--- src/rtl/core/lorenz_pkg.sv ---
`timescale 1ns / 1ps
// ----------------------------------------------------------------------------
// lorenz_pkg
// Shared widths, constants, control types and the step sequence of the
// Lorenz forward-Euler stepper.
// ----------------------------------------------------------------------------
package lorenz_pkg;

    // Number formats
    localparam int STATE_FRAC_BITS = 22;
    localparam int STATE_W         = 32;
    localparam int GAIN_W          = 24;
    localparam int GAIN_FRAC       = 16;
    localparam int DT_W            = 24;
    localparam int DT_FRAC         = 24;
    localparam int DER_W           = 40;
    localparam int DL_W            = 16;
    localparam int MUL_W           = 33;
    localparam int PROD_W          = 2 * MUL_W;
    localparam int ACC_W           = 64;
    localparam int XY_W            = 2 * STATE_W - STATE_FRAC_BITS;
    localparam int RZ_SHIFT        = STATE_FRAC_BITS - GAIN_FRAC;
    localparam int SCALE_FRAC      = 32;
    localparam int SCALE_K         = 42949673;

    // Configuration port
    localparam int CFG_DATA_W = 32;
    localparam int CFG_ADDR_W = 4;

    // Step sequencer
    localparam int SEQ_LEN = 15;
    localparam int STEP_W  = $clog2(SEQ_LEN);
    localparam logic [STEP_W-1:0] STEP_LAST = STEP_W'(SEQ_LEN - 1);

    typedef logic signed [PROD_W-1:0] wide_t;
    typedef logic signed [MUL_W-1:0]  mop_t;

    localparam wide_t DER_MAX = (wide_t'(1) <<< (DER_W - 1)) - wide_t'(1);
    localparam wide_t DER_MIN = -(wide_t'(1) <<< (DER_W - 1));
    localparam wide_t S32_MAX = (wide_t'(1) <<< (STATE_W - 1)) - wide_t'(1);
    localparam wide_t S32_MIN = -(wide_t'(1) <<< (STATE_W - 1));

    localparam logic signed [STATE_W-1:0] STATE_ONE = STATE_W'(1) << STATE_FRAC_BITS;
    localparam logic signed [ACC_W-1:0]   ACC_ROUND = ACC_W'(1) << (DT_FRAC - 1);

    // Register reset values
    localparam logic [GAIN_W-1:0] SIGMA_RST = GAIN_W'(655360);
    localparam logic [GAIN_W-1:0] BETA_RST  = GAIN_W'(174758);
    localparam logic [GAIN_W-1:0] RHO_RST   = GAIN_W'(1835008);
    localparam logic [DT_W-1:0]   DT_RST    = DT_W'(16777);

    typedef enum logic [1:0] {
        REG_SIGMA,
        REG_BETA,
        REG_RHO,
        REG_DT
    } cfg_idx_t;

    typedef struct packed {
        logic [GAIN_W-1:0] sigma;
        logic [GAIN_W-1:0] beta;
        logic [GAIN_W-1:0] rho;
        logic [DT_W-1:0]   dt;
    } lorenz_cfg_t;

    typedef enum logic [1:0] {
        ST_IDLE,
        ST_RUN,
        ST_DONE
    } state_t;

    typedef enum logic [1:0] {
        AX_X,
        AX_Y,
        AX_Z
    } axis_t;

    typedef enum logic [2:0] {
        MUL_NONE,
        MUL_DX,     // sigma * (y - x)
        MUL_DY,     // x * (rho - z)
        MUL_XY,     // x * y
        MUL_BZ,     // beta * z
        MUL_AHI,    // dt * upper part of a derivative
        MUL_ALO,    // dt * lower 16 bits of a derivative
        MUL_SCL     // state * 0.01
    } mul_op_t;

    typedef enum logic [3:0] {
        POST_NONE,
        POST_PREP,
        POST_DX,
        POST_DY,
        POST_XY,
        POST_BZ,
        POST_AHI,
        POST_ALO,
        POST_SCL
    } post_op_t;

    typedef struct packed {
        mul_op_t  mul_op;
        axis_t    mul_axis;
        post_op_t post_op;
        axis_t    post_axis;
        logic     upd_en;
        axis_t    upd_axis;
    } uop_t;

    typedef struct packed {
        logic start;
        logic out_load;
        uop_t uop;
    } lorenz_cmd_t;

    localparam uop_t UOP_IDLE = '{
        mul_op:    MUL_NONE,
        mul_axis:  AX_X,
        post_op:   POST_NONE,
        post_axis: AX_X,
        upd_en:    1'b0,
        upd_axis:  AX_X
    };

    // Round half up, then arithmetic shift right.
    function automatic wide_t rnd_shr(input wide_t v, input int k);
        return (v + (wide_t'(1) <<< (k - 1))) >>> k;
    endfunction

    function automatic wide_t clamp(input wide_t v, input wide_t lo, input wide_t hi);
        wide_t r;
        r = v;
        if (v > hi) begin
            r = hi;
        end else if (v < lo) begin
            r = lo;
        end
        return r;
    endfunction

    function automatic logic ovf(input wide_t v, input wide_t lo, input wide_t hi);
        return (v > hi) || (v < lo);
    endfunction

    // Multiply issues in one step, the product is consumed by the post op
    // of the next step.
    function automatic uop_t uop_at(input logic [STEP_W-1:0] step);
        uop_t u;
        u = UOP_IDLE;
        case (step)
            STEP_W'(0): begin
                u.post_op = POST_PREP;
            end
            STEP_W'(1): begin
                u.mul_op = MUL_DX;
            end
            STEP_W'(2): begin
                u.mul_op  = MUL_DY;
                u.post_op = POST_DX;
            end
            STEP_W'(3): begin
                u.mul_op  = MUL_XY;
                u.post_op = POST_DY;
            end
            STEP_W'(4): begin
                u.mul_op  = MUL_BZ;
                u.post_op = POST_XY;
            end
            STEP_W'(5): begin
                u.mul_op   = MUL_AHI;
                u.mul_axis = AX_X;
                u.post_op  = POST_BZ;
            end
            STEP_W'(6): begin
                u.mul_op   = MUL_ALO;
                u.mul_axis = AX_X;
                u.post_op  = POST_AHI;
            end
            STEP_W'(7): begin
                u.mul_op   = MUL_AHI;
                u.mul_axis = AX_Y;
                u.post_op  = POST_ALO;
            end
            STEP_W'(8): begin
                u.mul_op   = MUL_ALO;
                u.mul_axis = AX_Y;
                u.post_op  = POST_AHI;
                u.upd_en   = 1'b1;
                u.upd_axis = AX_X;
            end
            STEP_W'(9): begin
                u.mul_op   = MUL_AHI;
                u.mul_axis = AX_Z;
                u.post_op  = POST_ALO;
            end
            STEP_W'(10): begin
                u.mul_op   = MUL_ALO;
                u.mul_axis = AX_Z;
                u.post_op  = POST_AHI;
                u.upd_en   = 1'b1;
                u.upd_axis = AX_Y;
            end
            STEP_W'(11): begin
                u.mul_op   = MUL_SCL;
                u.mul_axis = AX_X;
                u.post_op  = POST_ALO;
            end
            STEP_W'(12): begin
                u.mul_op    = MUL_SCL;
                u.mul_axis  = AX_Y;
                u.post_op   = POST_SCL;
                u.post_axis = AX_X;
                u.upd_en    = 1'b1;
                u.upd_axis  = AX_Z;
            end
            STEP_W'(13): begin
                u.mul_op    = MUL_SCL;
                u.mul_axis  = AX_Z;
                u.post_op   = POST_SCL;
                u.post_axis = AX_Y;
            end
            STEP_W'(14): begin
                u.post_op   = POST_SCL;
                u.post_axis = AX_Z;
            end
            default: begin
                u = UOP_IDLE;
            end
        endcase
        return u;
    endfunction

endpackage

--- src/rtl/core/lorenz_cfg.sv ---
`timescale 1ns / 1ps
// ----------------------------------------------------------------------------
// lorenz_cfg
// APB-style register file holding sigma, beta, rho and the time step.
// ----------------------------------------------------------------------------
module lorenz_cfg
    import lorenz_pkg::*;
(
    input  logic                  aclk,
    input  logic                  aresetn,
    input  logic                  psel,
    input  logic                  penable,
    input  logic                  pwrite,
    input  logic [CFG_ADDR_W-1:0] paddr,
    input  logic [CFG_DATA_W-1:0] pwdata,
    output logic [CFG_DATA_W-1:0] prdata,
    output logic                  pready,
    output lorenz_cfg_t           cfg
);

    logic [GAIN_W-1:0] sigma_reg;
    logic [GAIN_W-1:0] beta_reg;
    logic [GAIN_W-1:0] rho_reg;
    logic [DT_W-1:0]   dt_reg;
    logic [1:0]        idx;
    logic              wr_en;

    assign idx    = paddr[CFG_ADDR_W-1:2];
    assign wr_en  = psel && penable && pwrite;
    assign pready = 1'b1;

    always_ff @(posedge aclk) begin
        if (!aresetn) begin
            sigma_reg <= SIGMA_RST;
            beta_reg  <= BETA_RST;
            rho_reg   <= RHO_RST;
            dt_reg    <= DT_RST;
        end else if (wr_en) begin
            case (idx)
                REG_SIGMA: sigma_reg <= pwdata[GAIN_W-1:0];
                REG_BETA:  beta_reg  <= pwdata[GAIN_W-1:0];
                REG_RHO:   rho_reg   <= pwdata[GAIN_W-1:0];
                REG_DT:    dt_reg    <= pwdata[DT_W-1:0];
                default: begin
                end
            endcase
        end
    end

    always_comb begin
        case (idx)
            REG_SIGMA: prdata = CFG_DATA_W'(sigma_reg);
            REG_BETA:  prdata = CFG_DATA_W'(beta_reg);
            REG_RHO:   prdata = CFG_DATA_W'(rho_reg);
            REG_DT:    prdata = CFG_DATA_W'(dt_reg);
            default:   prdata = '0;
        endcase
    end

    assign cfg.sigma = sigma_reg;
    assign cfg.beta  = beta_reg;
    assign cfg.rho   = rho_reg;
    assign cfg.dt    = dt_reg;

endmodule

--- src/rtl/core/lorenz_ctrl.sv ---
`timescale 1ns / 1ps
// ----------------------------------------------------------------------------
// lorenz_ctrl
// Controller: takes a request, runs the fixed step sequence and hands the
// result to the output register.
// ----------------------------------------------------------------------------
module lorenz_ctrl
    import lorenz_pkg::*;
(
    input  logic        aclk,
    input  logic        aresetn,
    input  logic        s_valid,
    output logic        s_ready,
    output logic        m_valid,
    input  logic        m_ready,
    output lorenz_cmd_t cmd
);

    state_t              state_reg;
    state_t              state_next;
    logic [STEP_W-1:0]   step_reg;
    logic [STEP_W-1:0]   step_next;
    logic                out_valid_reg;
    logic                out_valid_next;

    always_ff @(posedge aclk) begin
        if (!aresetn) begin
            state_reg     <= ST_IDLE;
            step_reg      <= '0;
            out_valid_reg <= 1'b0;
        end else begin
            state_reg     <= state_next;
            step_reg      <= step_next;
            out_valid_reg <= out_valid_next;
        end
    end

    always_comb begin
        state_next   = state_reg;
        step_next    = step_reg;
        s_ready      = 1'b0;
        cmd.start    = 1'b0;
        cmd.out_load = 1'b0;
        cmd.uop      = UOP_IDLE;
        case (state_reg)
            ST_IDLE: begin
                s_ready = 1'b1;
                if (s_valid) begin
                    cmd.start  = 1'b1;
                    step_next  = '0;
                    state_next = ST_RUN;
                end
            end
            ST_RUN: begin
                cmd.uop = uop_at(step_reg);
                if (step_reg == STEP_LAST) begin
                    state_next = ST_DONE;
                end else begin
                    step_next = step_reg + STEP_W'(1);
                end
            end
            ST_DONE: begin
                // hold until the output register is free or being drained
                if (!out_valid_reg || m_ready) begin
                    cmd.out_load = 1'b1;
                    state_next   = ST_IDLE;
                end
            end
            default: begin
                state_next = ST_IDLE;
            end
        endcase

        out_valid_next = out_valid_reg;
        if (cmd.out_load) begin
            out_valid_next = 1'b1;
        end else if (m_ready) begin
            out_valid_next = 1'b0;
        end
    end

    assign m_valid = out_valid_reg;

    a_accept_starts: assert property (@(posedge aclk) disable iff (!aresetn)
        (s_valid && s_ready) |=> (state_reg == ST_RUN && step_reg == '0))
        else $error("accepted request did not start the step sequence");

    a_last_step_done: assert property (@(posedge aclk) disable iff (!aresetn)
        (state_reg == ST_RUN && step_reg == STEP_LAST) |=> (state_reg == ST_DONE))
        else $error("sequence did not finish after the last step");

    a_valid_from_done: assert property (@(posedge aclk) disable iff (!aresetn)
        $rose(m_valid) |-> ($past(state_reg) == ST_DONE))
        else $error("result appeared without a finished step");

    a_step_range: assert property (@(posedge aclk) disable iff (!aresetn)
        (state_reg == ST_RUN) |-> (step_reg <= STEP_LAST))
        else $error("step counter ran past the sequence");

endmodule

--- src/rtl/core/lorenz_dp.sv ---
`timescale 1ns / 1ps
// ----------------------------------------------------------------------------
// lorenz_dp
// Datapath: state registers, one shared 33x33 multiplier with a product
// register, post-processing (round, clamp, accumulate) and output register.
// ----------------------------------------------------------------------------
module lorenz_dp
    import lorenz_pkg::*;
(
    input  logic                      aclk,
    input  logic                      aresetn,
    input  lorenz_cmd_t               cmd,
    input  logic                      restart,
    input  lorenz_cfg_t               cfg,
    output logic signed [STATE_W-1:0] point_x,
    output logic signed [STATE_W-1:0] point_y,
    output logic signed [STATE_W-1:0] point_z,
    output logic                      saturated
);

    // architectural state
    logic signed [STATE_W-1:0] pos_x_reg, pos_x_next;
    logic signed [STATE_W-1:0] pos_y_reg, pos_y_next;
    logic signed [STATE_W-1:0] pos_z_reg, pos_z_next;
    logic                      sat_reg, sat_next;

    // working registers
    mop_t                      diff_reg, diff_next;
    logic signed [STATE_W-1:0] rz_reg, rz_next;
    logic signed [DER_W-1:0]   dx_reg, dx_next;
    logic signed [DER_W-1:0]   dy_reg, dy_next;
    logic signed [DER_W-1:0]   dz_reg, dz_next;
    logic signed [XY_W-1:0]    xy_reg, xy_next;
    logic signed [ACC_W-1:0]   acc_reg, acc_next;
    logic signed [DER_W-1:0]   inc_reg, inc_next;
    wide_t                     prod_reg, prod_next;
    logic signed [STATE_W-1:0] scl_x_reg, scl_x_next;
    logic signed [STATE_W-1:0] scl_y_reg, scl_y_next;
    logic signed [STATE_W-1:0] scl_z_reg, scl_z_next;
    logic signed [STATE_W-1:0] out_x_reg, out_x_next;
    logic signed [STATE_W-1:0] out_y_reg, out_y_next;
    logic signed [STATE_W-1:0] out_z_reg, out_z_next;
    logic                      out_sat_reg, out_sat_next;

    // combinational temporaries
    mop_t                      mul_a;
    mop_t                      mul_b;
    mop_t                      dt_op;
    logic signed [DER_W-1:0]   d_sel;
    logic signed [STATE_W-1:0] pos_mul_sel;
    logic signed [STATE_W-1:0] pos_upd_sel;
    logic signed [STATE_W-1:0] pos_new;
    wide_t                     rz_w;
    wide_t                     post_w;
    wide_t                     upd_w;

    // operand selection by axis
    always_comb begin
        case (cmd.uop.mul_axis)
            AX_X: begin
                d_sel       = dx_reg;
                pos_mul_sel = pos_x_reg;
            end
            AX_Y: begin
                d_sel       = dy_reg;
                pos_mul_sel = pos_y_reg;
            end
            AX_Z: begin
                d_sel       = dz_reg;
                pos_mul_sel = pos_z_reg;
            end
            default: begin
                d_sel       = dx_reg;
                pos_mul_sel = pos_x_reg;
            end
        endcase

        case (cmd.uop.upd_axis)
            AX_X:    pos_upd_sel = pos_x_reg;
            AX_Y:    pos_upd_sel = pos_y_reg;
            AX_Z:    pos_upd_sel = pos_z_reg;
            default: pos_upd_sel = pos_x_reg;
        endcase
    end

    // shared multiplier
    assign dt_op = mop_t'($signed({1'b0, cfg.dt}));

    always_comb begin
        case (cmd.uop.mul_op)
            MUL_DX: begin
                mul_a = diff_reg;
                mul_b = mop_t'($signed(cfg.sigma));
            end
            MUL_DY: begin
                mul_a = mop_t'(pos_x_reg);
                mul_b = mop_t'(rz_reg);
            end
            MUL_XY: begin
                mul_a = mop_t'(pos_x_reg);
                mul_b = mop_t'(pos_y_reg);
            end
            MUL_BZ: begin
                mul_a = mop_t'(pos_z_reg);
                mul_b = mop_t'($signed(cfg.beta));
            end
            MUL_AHI: begin
                mul_a = mop_t'($signed(d_sel[DER_W-1:DL_W]));
                mul_b = dt_op;
            end
            MUL_ALO: begin
                mul_a = mop_t'($signed({1'b0, d_sel[DL_W-1:0]}));
                mul_b = dt_op;
            end
            MUL_SCL: begin
                mul_a = mop_t'(pos_mul_sel);
                mul_b = mop_t'(SCALE_K);
            end
            default: begin
                mul_a = '0;
                mul_b = '0;
            end
        endcase
    end

    assign prod_next = mul_a * mul_b;

    // post-processing of the previous product, state update, output load
    always_comb begin
        pos_x_next   = pos_x_reg;
        pos_y_next   = pos_y_reg;
        pos_z_next   = pos_z_reg;
        sat_next     = sat_reg;
        diff_next    = diff_reg;
        rz_next      = rz_reg;
        dx_next      = dx_reg;
        dy_next      = dy_reg;
        dz_next      = dz_reg;
        xy_next      = xy_reg;
        acc_next     = acc_reg;
        inc_next     = inc_reg;
        scl_x_next   = scl_x_reg;
        scl_y_next   = scl_y_reg;
        scl_z_next   = scl_z_reg;
        out_x_next   = out_x_reg;
        out_y_next   = out_y_reg;
        out_z_next   = out_z_reg;
        out_sat_next = out_sat_reg;

        rz_w   = (wide_t'($signed(cfg.rho)) <<< RZ_SHIFT) - wide_t'(pos_z_reg);
        post_w = '0;
        upd_w  = wide_t'(pos_upd_sel) + wide_t'(inc_reg);
        pos_new = STATE_W'(clamp(upd_w, S32_MIN, S32_MAX));

        if (cmd.start) begin
            sat_next = 1'b0;
            if (restart) begin
                pos_x_next = STATE_ONE;
                pos_y_next = STATE_ONE;
                pos_z_next = STATE_ONE;
            end
        end

        case (cmd.uop.post_op)
            POST_PREP: begin
                diff_next = mop_t'(pos_y_reg) - mop_t'(pos_x_reg);
                rz_next   = STATE_W'(clamp(rz_w, S32_MIN, S32_MAX));
                sat_next  = sat_next | ovf(rz_w, S32_MIN, S32_MAX);
            end
            POST_DX: begin
                post_w   = rnd_shr(prod_reg, GAIN_FRAC);
                dx_next  = DER_W'(clamp(post_w, DER_MIN, DER_MAX));
                sat_next = sat_next | ovf(post_w, DER_MIN, DER_MAX);
            end
            POST_DY: begin
                post_w   = rnd_shr(prod_reg, STATE_FRAC_BITS) - wide_t'(pos_y_reg);
                dy_next  = DER_W'(clamp(post_w, DER_MIN, DER_MAX));
                sat_next = sat_next | ovf(post_w, DER_MIN, DER_MAX);
            end
            POST_XY: begin
                post_w  = rnd_shr(prod_reg, STATE_FRAC_BITS);
                xy_next = XY_W'(post_w);
            end
            POST_BZ: begin
                post_w   = wide_t'(xy_reg) - rnd_shr(prod_reg, GAIN_FRAC);
                dz_next  = DER_W'(clamp(post_w, DER_MIN, DER_MAX));
                sat_next = sat_next | ovf(post_w, DER_MIN, DER_MAX);
            end
            POST_AHI: begin
                // fold the rounding half LSB of the dt product in here
                acc_next = ACC_W'(prod_reg <<< DL_W) + ACC_ROUND;
            end
            POST_ALO: begin
                post_w   = wide_t'(acc_reg) + prod_reg;
                inc_next = DER_W'(post_w >>> DT_FRAC);
            end
            POST_SCL: begin
                post_w = rnd_shr(prod_reg, SCALE_FRAC);
                case (cmd.uop.post_axis)
                    AX_X:    scl_x_next = STATE_W'(post_w);
                    AX_Y:    scl_y_next = STATE_W'(post_w);
                    AX_Z:    scl_z_next = STATE_W'(post_w);
                    default: scl_x_next = STATE_W'(post_w);
                endcase
            end
            default: begin
            end
        endcase

        if (cmd.uop.upd_en) begin
            sat_next = sat_next | ovf(upd_w, S32_MIN, S32_MAX);
            case (cmd.uop.upd_axis)
                AX_X:    pos_x_next = pos_new;
                AX_Y:    pos_y_next = pos_new;
                AX_Z:    pos_z_next = pos_new;
                default: pos_x_next = pos_new;
            endcase
        end

        if (cmd.out_load) begin
            out_x_next   = scl_x_reg;
            out_y_next   = scl_y_reg;
            out_z_next   = scl_z_reg;
            out_sat_next = sat_reg;
        end
    end

    always_ff @(posedge aclk) begin
        if (!aresetn) begin
            pos_x_reg <= STATE_ONE;
            pos_y_reg <= STATE_ONE;
            pos_z_reg <= STATE_ONE;
            sat_reg   <= 1'b0;
        end else begin
            pos_x_reg <= pos_x_next;
            pos_y_reg <= pos_y_next;
            pos_z_reg <= pos_z_next;
            sat_reg   <= sat_next;
        end
    end

    always_ff @(posedge aclk) begin
        diff_reg    <= diff_next;
        rz_reg      <= rz_next;
        dx_reg      <= dx_next;
        dy_reg      <= dy_next;
        dz_reg      <= dz_next;
        xy_reg      <= xy_next;
        acc_reg     <= acc_next;
        inc_reg     <= inc_next;
        prod_reg    <= prod_next;
        scl_x_reg   <= scl_x_next;
        scl_y_reg   <= scl_y_next;
        scl_z_reg   <= scl_z_next;
        out_x_reg   <= out_x_next;
        out_y_reg   <= out_y_next;
        out_z_reg   <= out_z_next;
        out_sat_reg <= out_sat_next;
    end

    assign point_x   = out_x_reg;
    assign point_y   = out_y_reg;
    assign point_z   = out_z_reg;
    assign saturated = out_sat_reg;

endmodule

--- src/rtl/core/lorenz_euler_stepper.sv ---
`timescale 1ns / 1ps
// m_valid rises once the step sequence has run and DONE has loaded the output register;
// DONE waits while a result is still held and m_ready is low. Requests are stepped one at
// a time, as the single shared 33x33 multiplier carries the 13 products of a step in
// sequence. A new request is taken while the previous result waits in the output register.
// Reset (aresetn low, synchronous) loads the gains and time step defaults
// and sets the state to x = y = z = 1.0; no clearing pass is needed.
// ----------------------------------------------------------------------------
// lorenz_euler_stepper
// Fixed-point forward-Euler stepper of the Lorenz system with an APB-style
// register port for sigma, beta, rho and dt.
// ----------------------------------------------------------------------------
module lorenz_euler_stepper
    import lorenz_pkg::*;
(
    input  logic                      aclk,
    input  logic                      aresetn,
    // register port
    input  logic                      psel,
    input  logic                      penable,
    input  logic                      pwrite,
    input  logic [CFG_ADDR_W-1:0]     paddr,
    input  logic [CFG_DATA_W-1:0]     pwdata,
    output logic [CFG_DATA_W-1:0]     prdata,
    output logic                      pready,
    // step requests
    input  logic                      s_valid,
    output logic                      s_ready,
    input  logic                      s_restart,
    // results
    output logic                      m_valid,
    input  logic                      m_ready,
    output logic signed [STATE_W-1:0] m_point_x,
    output logic signed [STATE_W-1:0] m_point_y,
    output logic signed [STATE_W-1:0] m_point_z,
    output logic                      m_saturated
);

    lorenz_cfg_t cfg;
    lorenz_cmd_t cmd;

    lorenz_cfg u_cfg (
        .aclk    (aclk),
        .aresetn (aresetn),
        .psel    (psel),
        .penable (penable),
        .pwrite  (pwrite),
        .paddr   (paddr),
        .pwdata  (pwdata),
        .prdata  (prdata),
        .pready  (pready),
        .cfg     (cfg)
    );

    lorenz_ctrl u_ctrl (
        .aclk    (aclk),
        .aresetn (aresetn),
        .s_valid (s_valid),
        .s_ready (s_ready),
        .m_valid (m_valid),
        .m_ready (m_ready),
        .cmd     (cmd)
    );

    lorenz_dp u_dp (
        .aclk      (aclk),
        .aresetn   (aresetn),
        .cmd       (cmd),
        .restart   (s_restart),
        .cfg       (cfg),
        .point_x   (m_point_x),
        .point_y   (m_point_y),
        .point_z   (m_point_z),
        .saturated (m_saturated)
    );

endmodule
--- config.mk ---
export PLATFORM = sky130hd
export DESIGN_NAME = lorenz_euler_stepper
export DESIGN_NICKNAME = d
export VERILOG_FILES = /design/src/rtl/core/lorenz_pkg.sv /design/src/rtl/core/lorenz_cfg.sv /design/src/rtl/core/lorenz_ctrl.sv /design/src/rtl/core/lorenz_dp.sv /design/src/rtl/core/lorenz_euler_stepper.sv
export SDC_FILE = /design/constraint.sdc
export NUM_CORES = 2
export LEC_CHECK = 0
export BUFFER_PORTS_ARGS = -buffer_cell sky130_fd_sc_hd__buf_2
export CAP_MARGIN = 15
export CORE_AREA = 2 2 529 531
export DETAILED_ROUTE_END_ITERATION = 7
export DIE_AREA = 0 0 531 533
export HOLD_SLACK_MARGIN = 0.08
export SYNTH_ARGS = -nofsm -noshare
export SYNTH_HDL_FRONTEND = slang
export SYNTH_SLANG_ARGS = --single-unit
export TNS_END_PERCENT = 10
--- constraint.sdc ---
create_clock -name aclk -period 18.1 [get_ports aclk]
set_input_delay 1.81 -clock aclk [delete_from_list [all_inputs] [get_ports aclk]]
set_output_delay 1.81 -clock aclk [all_outputs]
set_load 0.03 [all_outputs]
==> flow_summary.ini <==
[status]
status = complete, no violations

[cts]
holdBufCountCts = 0
clk_latency_ns = 0.74
root_buffer = clkbuf_16
cts_resized = 0
clk_pin_slew_worst_paths_ns = 0.07
cts_tree = built
clockBufferDepth = 3
cts_post_setup_buffers_inserted = 0
htreeDepth = 3
cts_buffers = 88
cts_sinks = 774

[detailed_routing]
drt_iter0_drc = 7686
wl_per_cell_um = 24.1
via_per_inst = 5.26
drc = 0
firstDrtPassIters = 8
routed-via-count = 67200
routed_wl_mm = 308
ant_nets = 0

[cells_and_area]
nNetsFinal = 10600
largest_register_ffs = 66
syn2layout_area_growth_pct = 10.2
drive_gt1_share_pct = 6.74
utilization_pct = 32.8
fin_cells = 12800

[sta]
post-route-period-util_pct = 76.8
fmax_ghz = 0.0719
tns_ns = 0
tightest_slew_ns = 1.33
slew_headroom_pct = 11.2
min_period_ns = 13.91
skew_ns = 0.0514
rsz0062_at_grt = false
hold_violations = 0
finalSetupViolCount = 0
drv_slew = 0

[hold_path]
holdPathStages = 0
hp-start = u_dp.scl_x_reg[0]
hp-class = flip-flop to flip-flop
min_to = u_dp.point_x[0]

[power_and_ir_drop]
ir_drop_uv = 64.2
powerDensity_mw_per_mm2 = 44.9
p_leak_nw = 40.2

[logic_synthesis]
synth_area_leaders = fa_1 (28%), edfxtp_1 (18%), ha_1 (7.2%)
ys_types = 94
synth_top_cell_by_area = fa_1
synthCells = 9006
synth_edf_count = 508
synthArstFlopShare_pct = 0
synth-main-ff-cell = edfxtp_1
syn-cell-area_mm2 = 0.0828
ys_seq_area_share_pct = 24.8
syn_avg_cell_area_um2 = 9.20
synth_top_area_share_pct = 27.8
ys_warn_count = 0
ys_ff_latch = 774

[placed_design]
gp_routability_congestion = 1.01
hpwl_mm = 231
port_buffers = 156
dp_cells = 12600

[global_route]
grt_overflow_total = 0
grt_util_all_layers_pct = 21.6
grt_max_degree = 81
grt_pass1_vias = 66000
grt_pass1_wl_mm = 450
antenna_found_initial = 13

[worst_setup_path]
timing.rr.end = u_dp.prod_reg[64]
ff2ff_path_depth = 36
worst_path_max_delay_cell = a222oi_1
regToRegSetupSlack_ns = 4.19
cp-startpoint = u_ctrl.step_reg[2]
crit_fanout = 66
path_class = flip-flop to flip-flop
r2r_start = u_ctrl.step_reg[2]
max_stage_delay_ns = 0.89
critPathCaptureType = flip-flop
critical_path.most_common_cell = fa_1
cp.arrival_ns = 14.51
startpoint_type = flip-flop
cp_data_required_time_ns = 18.70

[run]
cap_violations = 0

[die]
io_pins = 176
rows = 194
dieArea_mm2 = 0.283
die_w_um = 531
start_util_pct = 29.8
die_h_um = 533
design.core.area_mm2 = 0.278
-- metrics by stage --
step,setup slack (ns),hold slack (ns),cell area (um2),total power [W]
3_3_place_gp,4.65,0.386,88200,0.00222
5_1_grt,3.62,0.416,91300,0.00420
6_report,4.19,0.401,91300,0.00410
2_1_floorplan,7.03,0.386,82900,0.00211
3_5_place_dp,4.46,0.391,88200,0.00223
4_1_cts,4.40,0.397,91200,0.00412
-- Yosys cell counts (163+ instances only) --
master / number
dfxtp_1: 266
xor2_1: 163
nand2_1: 1104
fa_1: 1150
o21ai_0: 378
ha_1: 475
xnor2_1: 259
nor2_1: 856
clkbuf_1: 404
edfxtp_1: 508
inv_1: 1487
a21oi_1: 468
-- area by class of cell --
type / count / area, um2
tap: 3724 / 4660
antenna: 9 / 22.5
clock buffer: 110 / 2350
multi-input combinational: 6283 / 55400
sequential: 774 / 20600
fill: 28800 / 187000
inverter: 1488 / 5590
timing repair buffer: 327 / 2080
clock inverter: 55 / 654
-- how the worst max path moves through the flow --
stage | to | cells after the start | slack (ns)
detailed placement | u_dp.prod_reg[64] | 36 | 4.46
CTS | u_dp.prod_reg[64] | 36 | 4.40
finish | u_dp.prod_reg[64] | 36 | 4.19
global route | u_dp.prod_reg[64] | 41 | 3.62
floorplan | u_dp.prod_reg[64] | 38 | 7.03
global placement | u_dp.prod_reg[64] | 36 | 4.65
-- layout by cell type (no fill, tap or decap), types with 58 or more instances in the layout --
cell	instances
a221oi_1	82
buf_2	156
nand3_1	150
nor3_1	80
a21oi_1	459
inv_1	1486
nor2_1	851
o21ai_0	378
edfxtp_1	508
dfxtp_1	266
xnor2_1	259
fa_1	1150
nand2_1	1100
ha_1	472
buf_4	169
a21o_1	142
xor2_1	163
clkbuf_16	90
and3_1	58
-- worst max-delay path: cells and delay by family (launching register included) --
family	cells	cell delay [ns]
fa+ha+maj	11	5.78
flops	1	0.44
xor+xnor	1	0.16
simple gates	6	1.94
compound gates	11	3.88
buf+inv	7	1.48
-- layer usage --
layer / GRT usage (%) / up-vias / part of all wire, %
met4: 10.5 / 10 / 5.8
met3: 6.04 / 762 / 12
met2: 31.6 / 3668 / 42
met5: 0 / - / 0.020
met1: 29.2 / 33500 / 40
li1: - / 29200 / -
-- report_power, final --
part / total, W / switching [W] / internal, W
Sequential: 0.00191 / 0.0000138 / 0.00190
Clock: 0.00190 / 0.000835 / 0.00107
Combinational: 0.000283 / 0.000204 / 0.0000786
-- cells by family after synthesis --
logic type | synth area share (%)
and+or+nand+nor | 13.5
buffers and inverters | 8.97
adders and majority gates | 35.0
AOI/OAI and AO/OA | 12.5
DFF | 24.8
xor gates and xnor gates | 4.46
muxes | 0.725
other | 0.00907
No activity file was read; power rests on OpenSTA's default activity.
